### src/rtl/core/mm64_pkg.sv
// ----------------------------------------------------------------------------
// mm64_pkg
// Shared types, constants and helpers for the streaming MurmurHash64A block.
// ----------------------------------------------------------------------------
`default_nettype none

package mm64_pkg;

  // hash constants
  localparam int unsigned    WORD_BITS   = 64;
  localparam int unsigned    HALF_BITS   = WORD_BITS / 2;
  localparam int unsigned    LENGTH_BITS = 16;
  localparam int unsigned    SHIFT_R     = 47;
  localparam logic [63:0]    MUL_M       = 64'hc6a4a7935bd1e995;
  localparam logic [63:0]    SEED_RESET  = 64'h0234233242324323;

  // partial products per 64x64 low-half multiply
  localparam int unsigned    MUL_STEPS   = 3;
  localparam int unsigned    STEP_BITS   = $clog2(MUL_STEPS);

  typedef logic [WORD_BITS-1:0]   word_t;
  typedef logic [LENGTH_BITS-1:0] len_t;
  typedef logic [STEP_BITS-1:0]   step_t;

  // controller states
  typedef enum logic [2:0] {
    S_IDLE,
    S_INIT,
    S_KMUL1,
    S_KMUL2,
    S_HMUL,
    S_FMUL,
    S_OUT
  } state_t;

  // multiplier operand select
  typedef enum logic [1:0] {
    SEL_LEN,
    SEL_K,
    SEL_HK,
    SEL_HFIN
  } mul_sel_t;

  // product write-back
  typedef enum logic [2:0] {
    WB_NONE,
    WB_SEED,
    WB_KXS,
    WB_K,
    WB_H,
    WB_HXS
  } wb_t;

  // controller to datapath
  typedef struct packed {
    logic     take;
    logic     mul_run;
    mul_sel_t mul_sel;
    wb_t      wb;
    logic     load_out;
  } cmd_t;

  // datapath to controller
  typedef struct packed {
    logic in_valid;
    logic init;
    logic last;
    logic tail_zero;
    logic len_zero;
    logic mul_done;
    logic out_free;
  } stat_t;

  // keep the low n bytes of a word
  function automatic word_t tail_mask(input logic [2:0] n);
    word_t m;
    m = '0;
    for (int i = 0; i < 8; i++) begin
      if (3'(i) < n) begin
        m[8*i +: 8] = 8'hFF;
      end
    end
    return m;
  endfunction

  // xor-shift step of the mixer and finalizer
  function automatic word_t xor_shift(input word_t v);
    return v ^ (v >> SHIFT_R);
  endfunction

endpackage

`default_nettype wire

### src/rtl/core/mm64_ifs.sv
// ----------------------------------------------------------------------------
// mm64 stream interfaces
// Valid/ready channels for message words in and finished hashes out.
// ----------------------------------------------------------------------------
`default_nettype none

interface mm64_in_if;
  logic                            valid;
  logic                            ready;
  logic [63:0]                     data_word;
  logic [mm64_pkg::LENGTH_BITS-1:0] total_length;
  logic                            is_last;

  modport source (output valid, output data_word, output total_length,
                  output is_last, input ready);
  modport sink   (input valid, input data_word, input total_length,
                  input is_last, output ready);
endinterface

interface mm64_out_if;
  logic        valid;
  logic        ready;
  logic [63:0] hash_value;

  modport source (output valid, output hash_value, input ready);
  modport sink   (input valid, input hash_value, output ready);
endinterface

`default_nettype wire

### src/rtl/core/murmur64a_hash_stream.sv
// ----------------------------------------------------------------------------
// murmur64a_hash_stream
// Streaming MurmurHash64A over little-endian 64-bit message words.
//
// in_ch carries one beat per word: data_word, total_length (taken from the
// first beat of a message only) and is_last. An empty message is a single
// beat with length zero and is_last set. out_ch gives one hash_value beat
// per message. The seed is written through cfg_we/cfg_wdata; the user must
// do so only while idle, as the block does not enforce it. It applies from
// the next message start. Every 64-bit multiply runs as three 32x32 partial
// products on one shared multiplier and sets the pace: a middle word takes
// two key multiplies and a hash multiply, the first word of a message also
// a seeding multiply with the length. The last beat adds the finalizer
// multiply after the key and hash multiplies for a full word, after the hash
// multiply alone for a tail, or on its own for a zero-length last beat.
// While a finished hash waits, the next message's words are still taken;
// a second hash holds in the running hash register until the receiver takes
// the first. Reset (rst, synchronous) restores the default seed and starts
// a new message; no stored hash survives it.
// ----------------------------------------------------------------------------
`default_nettype none

module murmur64a_hash_stream (
  input  wire logic        clk,
  input  wire logic        rst,
  input  wire logic        cfg_we,
  input  wire logic [63:0] cfg_wdata,
  mm64_in_if.sink          in_ch,
  mm64_out_if.source       out_ch
);

  mm64_pkg::cmd_t  cmd;
  mm64_pkg::stat_t st;

  // sequencer
  mm64_ctrl u_ctrl (
    .clk (clk),
    .rst (rst),
    .st  (st),
    .cmd (cmd)
  );

  // hash datapath
  mm64_dp u_dp (
    .clk       (clk),
    .rst       (rst),
    .cfg_we    (cfg_we),
    .cfg_wdata (cfg_wdata),
    .cmd       (cmd),
    .st        (st),
    .in_ch     (in_ch),
    .out_ch    (out_ch)
  );

endmodule

`default_nettype wire

### src/rtl/core/mm64_mul.sv
// ----------------------------------------------------------------------------
// mm64_mul
// Low 64 bits of a * MUL_M from three 32x32 partial products, one per cycle
// while run is held high, on a single shared multiplier.
// ----------------------------------------------------------------------------
`default_nettype none

module mm64_mul (
  input  wire logic            clk,
  input  wire logic            rst,
  input  wire logic            run,
  input  wire mm64_pkg::word_t a,
  output logic                 done,
  output mm64_pkg::word_t      p
);

  localparam int unsigned H = mm64_pkg::HALF_BITS;
  localparam mm64_pkg::step_t LAST_STEP = mm64_pkg::step_t'(mm64_pkg::MUL_STEPS - 1);

  mm64_pkg::step_t  cnt;
  logic [H-1:0]     xs;
  logic [H-1:0]     ys;
  logic [2*H-1:0]   pp;
  mm64_pkg::word_t  acc;

  // operand halves: lo*lo, lo*hi, hi*lo
  always_comb begin
    xs = (cnt == LAST_STEP) ? a[2*H-1:H] : a[H-1:0];
    ys = (cnt == mm64_pkg::step_t'(1)) ? mm64_pkg::MUL_M[2*H-1:H]
                                       : mm64_pkg::MUL_M[H-1:0];
    pp = xs * ys;
  end

  // step counter and done pulse
  always_ff @(posedge clk) begin
    if (rst) begin
      cnt  <= '0;
      done <= 1'b0;
    end else begin
      done <= run && (cnt == LAST_STEP);
      if (run) begin
        cnt <= (cnt == LAST_STEP) ? '0 : cnt + mm64_pkg::step_t'(1);
      end
    end
  end

  // accumulate partial products
  always_ff @(posedge clk) begin
    if (run) begin
      if (cnt == '0) begin
        acc <= pp;
      end else begin
        acc[2*H-1:H] <= acc[2*H-1:H] + pp[H-1:0];
      end
    end
  end

  assign p = acc;

endmodule

`default_nettype wire

### src/rtl/core/mm64_ctrl.sv
// ----------------------------------------------------------------------------
// mm64_ctrl
// Sequencer that walks one word through seeding, mixing and finalizing.
// ----------------------------------------------------------------------------
`default_nettype none

module mm64_ctrl (
  input  wire logic            clk,
  input  wire logic            rst,
  input  wire mm64_pkg::stat_t st,
  output mm64_pkg::cmd_t       cmd
);

  mm64_pkg::state_t state;
  mm64_pkg::state_t state_next;
  mm64_pkg::state_t route;

  // path after seeding
  always_comb begin
    priority if (!st.last)     route = mm64_pkg::S_KMUL1;
    else if (!st.tail_zero)    route = mm64_pkg::S_HMUL;
    else if (!st.len_zero)     route = mm64_pkg::S_KMUL1;
    else                       route = mm64_pkg::S_FMUL;
  end

  // state register
  always_ff @(posedge clk) begin
    if (rst) begin
      state <= mm64_pkg::S_IDLE;
    end else begin
      state <= state_next;
    end
  end

  // next state
  always_comb begin
    state_next = state;
    unique case (state)
      mm64_pkg::S_IDLE:  if (st.in_valid) state_next = mm64_pkg::S_INIT;
      mm64_pkg::S_INIT:  if (!st.init || st.mul_done) state_next = route;
      mm64_pkg::S_KMUL1: if (st.mul_done) state_next = mm64_pkg::S_KMUL2;
      mm64_pkg::S_KMUL2: if (st.mul_done) state_next = mm64_pkg::S_HMUL;
      mm64_pkg::S_HMUL: begin
        if (st.mul_done) state_next = st.last ? mm64_pkg::S_FMUL : mm64_pkg::S_IDLE;
      end
      mm64_pkg::S_FMUL:  if (st.mul_done) state_next = mm64_pkg::S_OUT;
      mm64_pkg::S_OUT:   if (st.out_free) state_next = mm64_pkg::S_IDLE;
      default:           state_next = mm64_pkg::S_IDLE;
    endcase
  end

  // command outputs
  always_comb begin
    cmd          = '0;
    cmd.mul_sel  = mm64_pkg::SEL_K;
    cmd.wb       = mm64_pkg::WB_NONE;
    unique case (state)
      mm64_pkg::S_IDLE: cmd.take = 1'b1;
      mm64_pkg::S_INIT: begin
        cmd.mul_sel = mm64_pkg::SEL_LEN;
        cmd.mul_run = st.init && !st.mul_done;
        if (st.mul_done) cmd.wb = mm64_pkg::WB_SEED;
      end
      mm64_pkg::S_KMUL1: begin
        cmd.mul_run = !st.mul_done;
        if (st.mul_done) cmd.wb = mm64_pkg::WB_KXS;
      end
      mm64_pkg::S_KMUL2: begin
        cmd.mul_run = !st.mul_done;
        if (st.mul_done) cmd.wb = mm64_pkg::WB_K;
      end
      mm64_pkg::S_HMUL: begin
        cmd.mul_sel = mm64_pkg::SEL_HK;
        cmd.mul_run = !st.mul_done;
        if (st.mul_done) cmd.wb = mm64_pkg::WB_H;
      end
      mm64_pkg::S_FMUL: begin
        cmd.mul_sel = mm64_pkg::SEL_HFIN;
        cmd.mul_run = !st.mul_done;
        if (st.mul_done) cmd.wb = mm64_pkg::WB_HXS;
      end
      mm64_pkg::S_OUT: cmd.load_out = st.out_free;
      default: cmd.take = 1'b0;
    endcase
  end

endmodule

`default_nettype wire

### src/rtl/core/mm64_dp.sv
// ----------------------------------------------------------------------------
// mm64_dp
// Hash datapath: seed, running hash, word and length registers, the shared
// multiplier and the result register.
// ----------------------------------------------------------------------------
`default_nettype none

module mm64_dp (
  input  wire logic           clk,
  input  wire logic           rst,
  input  wire logic           cfg_we,
  input  wire logic [63:0]    cfg_wdata,
  input  wire mm64_pkg::cmd_t cmd,
  output mm64_pkg::stat_t     st,
  mm64_in_if.sink             in_ch,
  mm64_out_if.source          out_ch
);

  mm64_pkg::word_t seed;
  mm64_pkg::word_t h;
  mm64_pkg::word_t k;
  mm64_pkg::len_t  len;
  mm64_pkg::len_t  len_eff;
  logic            at_start;
  logic            init;
  logic            last;
  logic            accept;
  logic            out_valid;
  mm64_pkg::word_t hash_value;
  mm64_pkg::word_t mul_a;
  mm64_pkg::word_t mul_p;
  logic            mul_done;

  assign accept  = cmd.take && in_ch.valid;
  assign len_eff = at_start ? in_ch.total_length : len;

  // seed register
  always_ff @(posedge clk) begin
    if (rst) begin
      seed <= mm64_pkg::SEED_RESET;
    end else if (cfg_we) begin
      seed <= cfg_wdata;
    end
  end

  // message framing
  always_ff @(posedge clk) begin
    if (rst) begin
      at_start <= 1'b1;
      init     <= 1'b0;
      last     <= 1'b0;
    end else if (accept) begin
      at_start <= in_ch.is_last;
      init     <= at_start;
      last     <= in_ch.is_last;
    end
  end

  // word and length capture, tail masked on the last beat
  always_ff @(posedge clk) begin
    if (accept) begin
      len <= len_eff;
      if (in_ch.is_last) begin
        k <= (len_eff[2:0] == 3'd0) ? in_ch.data_word
                                    : in_ch.data_word & mm64_pkg::tail_mask(len_eff[2:0]);
      end else begin
        k <= in_ch.data_word;
      end
    end else if (cmd.wb == mm64_pkg::WB_KXS) begin
      k <= mm64_pkg::xor_shift(mul_p);
    end else if (cmd.wb == mm64_pkg::WB_K) begin
      k <= mul_p;
    end
  end

  // running hash write-back
  always_ff @(posedge clk) begin
    unique case (cmd.wb)
      mm64_pkg::WB_SEED: h <= seed ^ mul_p;
      mm64_pkg::WB_H:    h <= mul_p;
      mm64_pkg::WB_HXS:  h <= mm64_pkg::xor_shift(mul_p);
      default:           h <= h;
    endcase
  end

  // multiplier operand
  always_comb begin
    unique case (cmd.mul_sel)
      mm64_pkg::SEL_LEN:  mul_a = {{(mm64_pkg::WORD_BITS - mm64_pkg::LENGTH_BITS){1'b0}}, len};
      mm64_pkg::SEL_K:    mul_a = k;
      mm64_pkg::SEL_HK:   mul_a = h ^ k;
      mm64_pkg::SEL_HFIN: mul_a = mm64_pkg::xor_shift(h);
      default:            mul_a = k;
    endcase
  end

  mm64_mul u_mul (
    .clk  (clk),
    .rst  (rst),
    .run  (cmd.mul_run),
    .a    (mul_a),
    .done (mul_done),
    .p    (mul_p)
  );

  // result register
  always_ff @(posedge clk) begin
    if (rst) begin
      out_valid <= 1'b0;
    end else if (cmd.load_out) begin
      out_valid <= 1'b1;
    end else if (out_ch.ready) begin
      out_valid <= 1'b0;
    end
  end

  always_ff @(posedge clk) begin
    if (cmd.load_out) begin
      hash_value <= h;
    end
  end

  assign out_ch.valid      = out_valid;
  assign out_ch.hash_value = hash_value;
  // no beat is taken while reset is held
  assign in_ch.ready       = cmd.take && !rst;

  // status back to the controller
  always_comb begin
    st.in_valid  = in_ch.valid;
    st.init      = init;
    st.last      = last;
    st.tail_zero = (len[2:0] == 3'd0);
    st.len_zero  = (len == '0);
    st.mul_done  = mul_done;
    st.out_free  = !out_valid || out_ch.ready;
  end

  // checks
  a_done_after_run: assert property (@(posedge clk) disable iff (rst)
    mul_done |-> $past(cmd.mul_run))
    else $error("multiplier done without a run");

  a_load_when_free: assert property (@(posedge clk) disable iff (rst)
    cmd.load_out |-> (!out_valid || out_ch.ready))
    else $error("result register overwritten");

  a_no_take_while_mul: assert property (@(posedge clk) disable iff (rst)
    cmd.take |-> !cmd.mul_run)
    else $error("beat taken while multiplier busy");

  a_wb_with_done: assert property (@(posedge clk) disable iff (rst)
    (cmd.wb != mm64_pkg::WB_NONE) |-> mul_done)
    else $error("write-back without a finished product");

endmodule

`default_nettype wire

### src/flat_wrapper.sv
// flat-port wrapper written by rule: the top's interface ports become plain ports
module murmur64a_hash_stream_flat 
  (clk, rst, cfg_we, cfg_wdata, in_ch_valid, in_ch_data_word, in_ch_total_length, in_ch_is_last, in_ch_ready, out_ch_valid, out_ch_hash_value, out_ch_ready);
  mm64_in_if in_ch_i ();
  mm64_out_if out_ch_i ();
  input  wire logic clk;
  input  wire logic rst;
  input  wire logic cfg_we;
  input  wire logic [63:0] cfg_wdata;
  input wire logic [$bits(in_ch_i.valid)-1:0] in_ch_valid;
  input wire logic [$bits(in_ch_i.data_word)-1:0] in_ch_data_word;
  input wire logic [$bits(in_ch_i.total_length)-1:0] in_ch_total_length;
  input wire logic [$bits(in_ch_i.is_last)-1:0] in_ch_is_last;
  output wire logic [$bits(in_ch_i.ready)-1:0] in_ch_ready;
  output wire logic [$bits(out_ch_i.valid)-1:0] out_ch_valid;
  output wire logic [$bits(out_ch_i.hash_value)-1:0] out_ch_hash_value;
  input wire logic [$bits(out_ch_i.ready)-1:0] out_ch_ready;
  assign in_ch_i.valid = in_ch_valid;
  assign in_ch_i.data_word = in_ch_data_word;
  assign in_ch_i.total_length = in_ch_total_length;
  assign in_ch_i.is_last = in_ch_is_last;
  assign in_ch_ready = in_ch_i.ready;
  assign out_ch_valid = out_ch_i.valid;
  assign out_ch_hash_value = out_ch_i.hash_value;
  assign out_ch_i.ready = out_ch_ready;
  murmur64a_hash_stream u_core (.clk(clk), .rst(rst), .cfg_we(cfg_we), .cfg_wdata(cfg_wdata), .in_ch(in_ch_i), .out_ch(out_ch_i));
endmodule
### config.mk
export PLATFORM = sky130hd
export DESIGN_NAME = murmur64a_hash_stream_flat
export DESIGN_NICKNAME = d
export VERILOG_FILES = /design/src/rtl/core/mm64_pkg.sv /design/src/rtl/core/mm64_ifs.sv /design/src/rtl/core/murmur64a_hash_stream.sv /design/src/rtl/core/mm64_mul.sv /design/src/rtl/core/mm64_ctrl.sv /design/src/rtl/core/mm64_dp.sv /design/src/flat_wrapper.sv
export SDC_FILE = /design/constraint.sdc
export NUM_CORES = 2
export LEC_CHECK = 0
export BUFFER_PORTS_ARGS = -buffer_cell sky130_fd_sc_hd__clkbuf_2
export CORE_ASPECT_RATIO = 0.75
export CORE_MARGIN = 3
export CORE_UTILIZATION = 41
export DETAILED_ROUTE_END_ITERATION = 12
export PLACE_DENSITY = 0.61
export SYNTH_ARGS = -nofsm -noshare
export SYNTH_HDL_FRONTEND = slang
export SYNTH_SLANG_ARGS = --single-unit
### constraint.sdc
create_clock -name clk -period 17.6 [get_ports clk]
set_input_delay 0.88 -clock clk [delete_from_list [all_inputs] [get_ports clk]]
set_output_delay 0.88 -clock clk [all_outputs]
set_load 0.005 [all_outputs]
Word-level counts from Yosys, hierarchy flattened
Cells that the tools add are included.
{ "classes": {"n_reduce_logical": 23, "muxes": 60, "bitwise_logic": 5, "n_eq_ne": 23, "order_cmp": 8, "addsub": 2, "mul": 1} }
{ "ops": {"columns": ["op", "count"], "rows": [
  ["$mux W64", 5],
  ["$pmux W64 S4", 1],
  ["$mux W8", 24],
  ["$pmux W64 S3", 1],
  ["$xor A64 B17 Y64", 2],
  ["$xor A64 B64 Y64", 2],
  ["$mux W32", 3],
  ["$and A64 B64 Y64", 1],
  ["$mul A32 B32 Y64", 1],
  ["$mux W3", 14],
  ["$add A32 B32 Y32", 1],
  ["$pmux W3 S7", 1],
  ["$logic_not A16 Y1", 1],
  ["$eq A3 B3 Y1 const B", 5],
  ["$pmux W3 S5", 1],
  ["$ne A2 B2 Y1 const B", 7],
  ["$eq A3 B2 Y1 const B", 4],
  ["$lt A3 B3 Y1 const A", 4],
  ["$logic_not A3 Y1", 3],
  ["$reduce_and A7 Y1", 1],
  ["$eq A2 B2 Y1 const B", 3],
  ["$eq A3 B1 Y1 const B", 2],
  ["$lt A1 B3 Y1 const A", 2],
  ["$lt A2 B3 Y1 const A", 2],
  ["14 further kinds", 31]
]} }
{ "totals": {"regBits": 346, "in_bits": 150, "out_inout_bits": 66} }

Depth between registers and ports, before layout
{ "depth": {"word_depth": 9, "ltp_mapped": 45, "ltp_nobuf": 42} }

By module
Synthesis repeated with hierarchy kept, for this count alone.
{ "unflattened": {"hier_cells": 4105, "area_unflattened_um2": 42121.6} }
{ "by_module_without_submodules": {"columns": ["mod", "seq_area_each_um2", "area_per_inst_um2", "n_inst", "cells_each"], "rows": [
  ["mm64_mul", 1981.9, 28362.2, 1, 2897],
  ["mm64_dp", 7607.3, 13462.9, 1, 1170],
  ["mm64_ctrl", 60.1, 296.5, 1, 38]
]} }

Least setup slack after synthesis
Ideal clock, no wire load.
{ "synth_timing": {"kind": "reg-to-reg", "startpoint": "register u_core.u_ctrl.state[1]", "endpoint": "register u_core.u_dp.u_mul.acc[60], in the netlist u_core.u_dp.u_mul.p[60] (data pin)", "path_stages_with_launch": 37, "setup_time_ns": 0.265, "setup_slack_ns": 7.905, "synth_period_minus_slack_ns": 9.695, "arrival_time_ns": 9.430, "required_time_ns": 17.335, "cell_sequence": "dfxtp_1 -> clkbuf_1 -> clkbuf_1 -> clkbuf_1 -> buf_1 -> o22ai_1 -> o21ai_0 -> nand2_1 -> inv_1 -> ha_1 -> inv_1 -> fa_1 -> fa_1 -> fa_1 -> inv_1 -> fa_1 -> fa_1 -> fa_1 -> inv_1 -> fa_1 -> inv_1 -> ha_1 -> bufbuf_16 -> nand2_1 -> o21a_1 -> a21bo_2 -> a31o_2 -> nand2b_1 -> a21oi_1 -> xnor2_1 -> ha_1 -> nand4_1 -> o311ai_0 -> nand2_1 -> xnor2_1 -> a221oi_1 -> nand3_1"} }
{ "synth_via": {"elab_chain_cells": 8} }
{ "synth_rtl": {"columns": ["element", "line", "rtl"], "rows": [
  ["start, declared", "mm64_ctrl.sv:14", "mm64_pkg::state_t state;"],
  ["start signal, assigned", "mm64_ctrl.sv:29", "state <= mm64_pkg::S_IDLE;"],
  ["start signal, assigned", "mm64_ctrl.sv:31", "state <= state_next;"],
  ["$eq A3 B3 Y1 or $eq A3 B1 Y1 (tied branches)", "mm64_ctrl.sv:57", "unique case (state)"],
  ["$pmux W2 S3 *", "mm64_ctrl.sv:57", null],
  ["$eq A2 B2 Y1 (tied with other cells)", "mm64_dp.sv:88", "unique case (cmd.mul_sel)"],
  ["$pmux W64 S4 *", "mm64_dp.sv:88", null],
  ["$mux W32 *", "mm64_mul.sv:28", "xs = (cnt == LAST_STEP) ? a[2*H-1:H] : a[H-1:0];"],
  ["$mul A32 B32 Y64 *", "mm64_mul.sv:31", "pp = xs * ys;"],
  ["net u_core.u_dp.u_mul.pp[24]", "mm64_mul.sv:23", "logic [2*H-1:0] pp;"],
  ["$add A32 B32 Y32 *", "mm64_mul.sv:53", "acc[2*H-1:H] <= acc[2*H-1:H] + pp[H-1:0];"],
  ["$mux W32 *", "mm64_mul.sv:50", "if (cnt == '0) begin"],
  ["end signal, assigned", "mm64_mul.sv:51", "acc <= pp;"],
  ["end signal, assigned by index", "mm64_mul.sv:53", null],
  ["end, declared", "mm64_mul.sv:24", "mm64_pkg::word_t acc;"]
]} }
The timed path passes the listed nets; every way through them passes the cells marked *.
A chain may end at the register's enable or synchronous reset.

Worst setup path in the final report
{ "layout_timing": {"startpoint": "register u_core.u_ctrl.state[1]", "endpoint": "register u_core.u_dp.u_mul.acc[63], in the netlist u_core.u_dp.u_mul.p[63] (data pin)"} }
Same word-level chain as after synthesis.

==> results_tabular.tex <==
\begin{tabular}{lr}
\hline
Metric & Value \\
\hline
\multicolumn{2}{l}{\textbf{Floorplanning}} \\
Core area & 0.09835 mm\^{}2 \\
Die W & 371.6 um \\
Die Ht & 280.2 um \\
I/O pins & 216 \\
Total die area & 0.1041 mm\^{}2 \\
Standard-cell rows & 99 \\
Initial standard-cell utilization of the core & 41.79\% \\
\multicolumn{2}{l}{\textbf{Timing}} \\
Worst-case clock skew & 0.02232 ns \\
Shortest clock period the worst path allows after layout & 12.22 ns \\
Max Clock Freq & 0.08181 GHz \\
Slew headroom & 7.002\% \\
Share of the cycle needed by the critical path after routing & 69.45\% \\
RSZ-0062 raised after global routing & no \\
Setup TNS & 0 ns \\
Transition at the pin with the smallest max-transition slack & 1.386 ns \\
Number of max-slew violations in the final report & 0 \\
Final number of setup-violating endpoints & 0 \\
Final number of hold-violating endpoints & 0 \\
\multicolumn{2}{l}{\textbf{Final layout}} \\
Commonest non-fill, non-tap cell in the layout & sky130\_fd\_sc\_hd\_\_inv\_1 \\
Share of final-layout standard cells stronger than drive strength 1 & 8.652\% \\
P\&R area growth vs syn & 8.591\% \\
Reg area & 0.009658 mm\^{}2 \\
Area of combinational cells with multiple inputs & 0.02784 mm\^{}2 \\
Highest-count cells in the layout ignoring fill and taps & sky130\_fd\_sc\_hd\_\_inv\_1 (816), sky130\_fd\_sc\_hd\_\_fa\_1 (630), sky130\_fd\_sc\_hd\_\_ha\_1 (432) \\
Number of filler instances in the final layout & 9,336 \\
Total number of nets in the final design & 5,349 \\
\multicolumn{2}{l}{\textbf{Place}} \\
Hpwl dp & 118.1 mm \\
Port bufs & 215 \\
Weighted congestion at the end of routability-driven global placement & 0.9832 \\
\multicolumn{2}{l}{\textbf{Synth}} \\
Number of enable flip-flop cells after synthesis & 272 \\
FFs w/ async S/R, synth & 0\% \\
Average cell area after synthesis & 10.29 um\^{}2 \\
Top cell type by total area after synthesis & sky130\_fd\_sc\_hd\_\_fa\_1 \\
Ys flop type & sky130\_fd\_sc\_hd\_\_edfxtp\_1 \\
Sequential share of the synthesized area & 23.48\% \\
Mapped cell area & 0.04110 mm\^{}2 \\
Yosys top cell area share & 30.69\% \\
Unique masters post-synth & 84 \\
Top post-synthesis cells by area & sky130\_fd\_sc\_hd\_\_fa\_1 (31\%), sky130\_fd\_sc\_hd\_\_edfxtp\_1 (20\%), sky130\_fd\_sc\_hd\_\_ha\_1 (13\%), sky130\_fd\_sc\_hd\_\_inv\_1 (7.5\%), sky130\_fd\_sc\_hd\_\_dfxtp\_1 (3.6\%) \\
Synth Warn \# & 0 \\
Count of mapped cells out of synthesis & 3,993 \\
Number of storage elements in the synthesis netlist & 346 \\
\multicolumn{2}{l}{\textbf{Hold path}} \\
Count of cells along the worst hold path & 1 \\
Worst Hold End & u\_core.u\_dp.len[4] \\
Hold wc startpoint & in\_ch\_total\_length[4] \\
Tightest Hold Check Type & in2reg \\
\multicolumn{2}{l}{\textbf{Run}} \\
Number of max-capacitance violations reported & 0 \\
\multicolumn{2}{l}{\textbf{Worst setup path}} \\
CP Data Arrival Time & 12.57 ns \\
CP Data Required Time & 17.95 ns \\
Critical path fanouts, max & 43 \\
Startpoint of the lowest-slack register-to-register path & u\_core.u\_ctrl.state[1] \\
Element type at the critical path end & flip-flop \\
Slowest stage cell on the critical path & sky130\_fd\_sc\_hd\_\_a311oi\_1 \\
R2R Setup Slk & 5.38 ns \\
Endpoint of the lowest-slack register-to-register path & u\_core.u\_dp.u\_mul.p[63] \\
Critical path start-end classification & reg2reg \\
Critical path's most frequent cell & sky130\_fd\_sc\_hd\_\_inv\_1 \\
Reg2Reg Depth & 41 \\
CP max stage delay & 0.77 ns \\
Type of origin of the critical path & flip-flop \\
\multicolumn{2}{l}{\textbf{Detailed routing}} \\
Initial DRC count & 3,173 \\
Detailed Routing Iterations Pass 1 & 7 \\
Total wire length after detailed routing & 137.8 mm \\
WL/cell & 25.16 um \\
Residual antenna-violating net count after detailed routing & 0 \\
Drt via density & 5.424 \\
Number of vias after detailed routing & 29.71k \\
Remaining routing DRC violations & 0 \\
\multicolumn{2}{l}{\textbf{GRT}} \\
Number of global-route vias before repair & 30.03k \\
Congestion Overflow GR & 0 \\
Total global routing track utilization & 26.61\% \\
Global-route wire length before repair & 201.4 mm \\
Number of antenna violations at the first check in global routing & 10 \\
Maximum number of pins on one net before global-route repair & 85 \\
\multicolumn{2}{l}{\textbf{Clock tree}} \\
Clock latency reported for the late side of the worst-skew pair & 0.61 ns \\
\# resized after CTS & 0 \\
CTS tree & built \\
Post CTS Setup Buffer Count & 0 \\
Quantity of hold-fixing buffers added after cts & 0 \\
Max clock buf depth & 3 \\
Inserted Clock Buffers & 30 \\
Clock transition at the register clock pins on the worst setup and hold paths after CTS & 0.07 ns \\
Clock root buffer master & sky130\_fd\_sc\_hd\_\_clkbuf\_16 \\
TritonCTS Sinks & 346 \\
Number of levels the H-tree was split into & 1 \\
\multicolumn{2}{l}{\textbf{Run status}} \\
Status & complete, no violations \\
\hline
\end{tabular}
## routing by layer
metal / share of wire, % / vias to the layer above / global-route usage, %
li1: - / 13300 / -
met2: 40 / 1374 / 36.19
met3: 13 / 137 / 12.19
met4: 1.8 / 10 / 3.980
met5: 0.049 / - / 0
met1: 45 / 14890 / 39.20
## state kept, by name (all words and copies together) (netlist names), 2 cells and up
name and count:
u_core.u_ctrl.state 3, u_core.u_dp.out_ch.hash_value 64, u_core.u_dp.len 16, u_core.u_dp.h 64, u_core.u_dp.u_mul.p 64, u_core.u_dp.k 64, u_core.u_dp.u_mul.cnt 2, u_core.u_dp.seed 64
## area by class of cell
class | count | area share [%]
multi-input combinational | 2688 | 62.38
antenna | 3 | 0.01682
sequential | 346 | 21.64
clock buffer | 37 | 1.856
tap | 1313 | 3.681
timing repair buffer | 254 | 3.073
clock inverter | 19 | 0.4822
inverter | 817 | 6.872
## worst max path at each step
stage | startpoint | to | slack [ns] | depth (start not counted)
global placement | u_core.u_ctrl.state[0] | u_core.u_dp.u_mul.p[60] | 5.56 | 34
detailed placement | u_core.u_ctrl.state[1] | u_core.u_dp.u_mul.p[62] | 5.51 | 41
floorplan | u_core.u_ctrl.state[1] | u_core.u_dp.u_mul.p[60] | 7.91 | 36
CTS | u_core.u_ctrl.state[1] | u_core.u_dp.u_mul.p[63] | 5.49 | 41
global route | u_core.u_ctrl.state[1] | u_core.u_dp.u_mul.p[63] | 4.55 | 41
finish | u_core.u_ctrl.state[1] | u_core.u_dp.u_mul.p[63] | 5.38 | 41
## critical path, delay by kind of cell, from the launching register on
family	cells	cell delay, ns
simple gates	5	0.90
compound gates	15	3.79
fa+ha+maj	10	4.25
xor+xnor	2	0.48
flops	1	0.55
buf+inv	8	1.89
mux	1	0.09
## cell usage after synthesis, drive strengths merged (7+ instances only)
| master | count |
|---|---|
| a211o | 21 |
| a211oi | 14 |
| a21boi | 7 |
| a21o | 46 |
| a21oi | 208 |
| a22o | 47 |
| a22oi | 18 |
| a31oi | 32 |
| and3 | 30 |
| buf | 29 |
| clkbuf | 115 |
| dfxtp | 74 |
| edfxtp | 272 |
| fa | 630 |
| ha | 432 |
| inv | 817 |
| mux2i | 48 |
| nand2 | 303 |
| nand2b | 14 |
| nand3 | 40 |
| nand4 | 15 |
| nor2 | 190 |
| nor2b | 29 |
| nor3 | 15 |
| nor3b | 23 |
| nor4 | 7 |
| o211ai | 23 |
| o21a | 10 |
| o21ai | 136 |
| o21bai | 21 |
| o22a | 16 |
| o22ai | 43 |
| o31a | 7 |
| o31ai | 8 |
| xnor2 | 147 |
| xor2 | 51 |
## per-stage QoR
stage	hold WS, ns	instance area (um^2)	utilization [%]	cells	setup slack [ns]
4_1_cts	0.4320	44620	45.37	5474	5.494
3_3_place_gp	0.4536	43580	44.31	5418	5.561
5_1_grt	0.4420	44630	45.37	5476	4.551
6_report	0.4547	44630	45.38	5477	5.376
3_5_place_dp	0.4561	43580	44.31	5418	5.511
2_1_floorplan	0.4268	41110	-	3997	7.905
## kinds of logic (layout without fill, tap and decap cells)
logic type | after synthesis | after routing | share of synthesized area, %
adder cells (fa/ha/maj) | 1062 | 1062 | 43.84
other | 2 | 9 | 0.01827
AND/OR/NAND/NOR | 683 | 683 | 7.364
flip-flops | 346 | 346 | 23.48
XOR/XNOR | 198 | 198 | 4.220
multiplexers | 50 | 50 | 1.224
AO/OA/AOI/OAI | 689 | 689 | 10.88
buffers and inverters | 963 | 1127 | 8.978
Power is left out: the tool's default activity adds up to more than one toggle a clock period on the data nets, which glitch-free logic cannot reach.
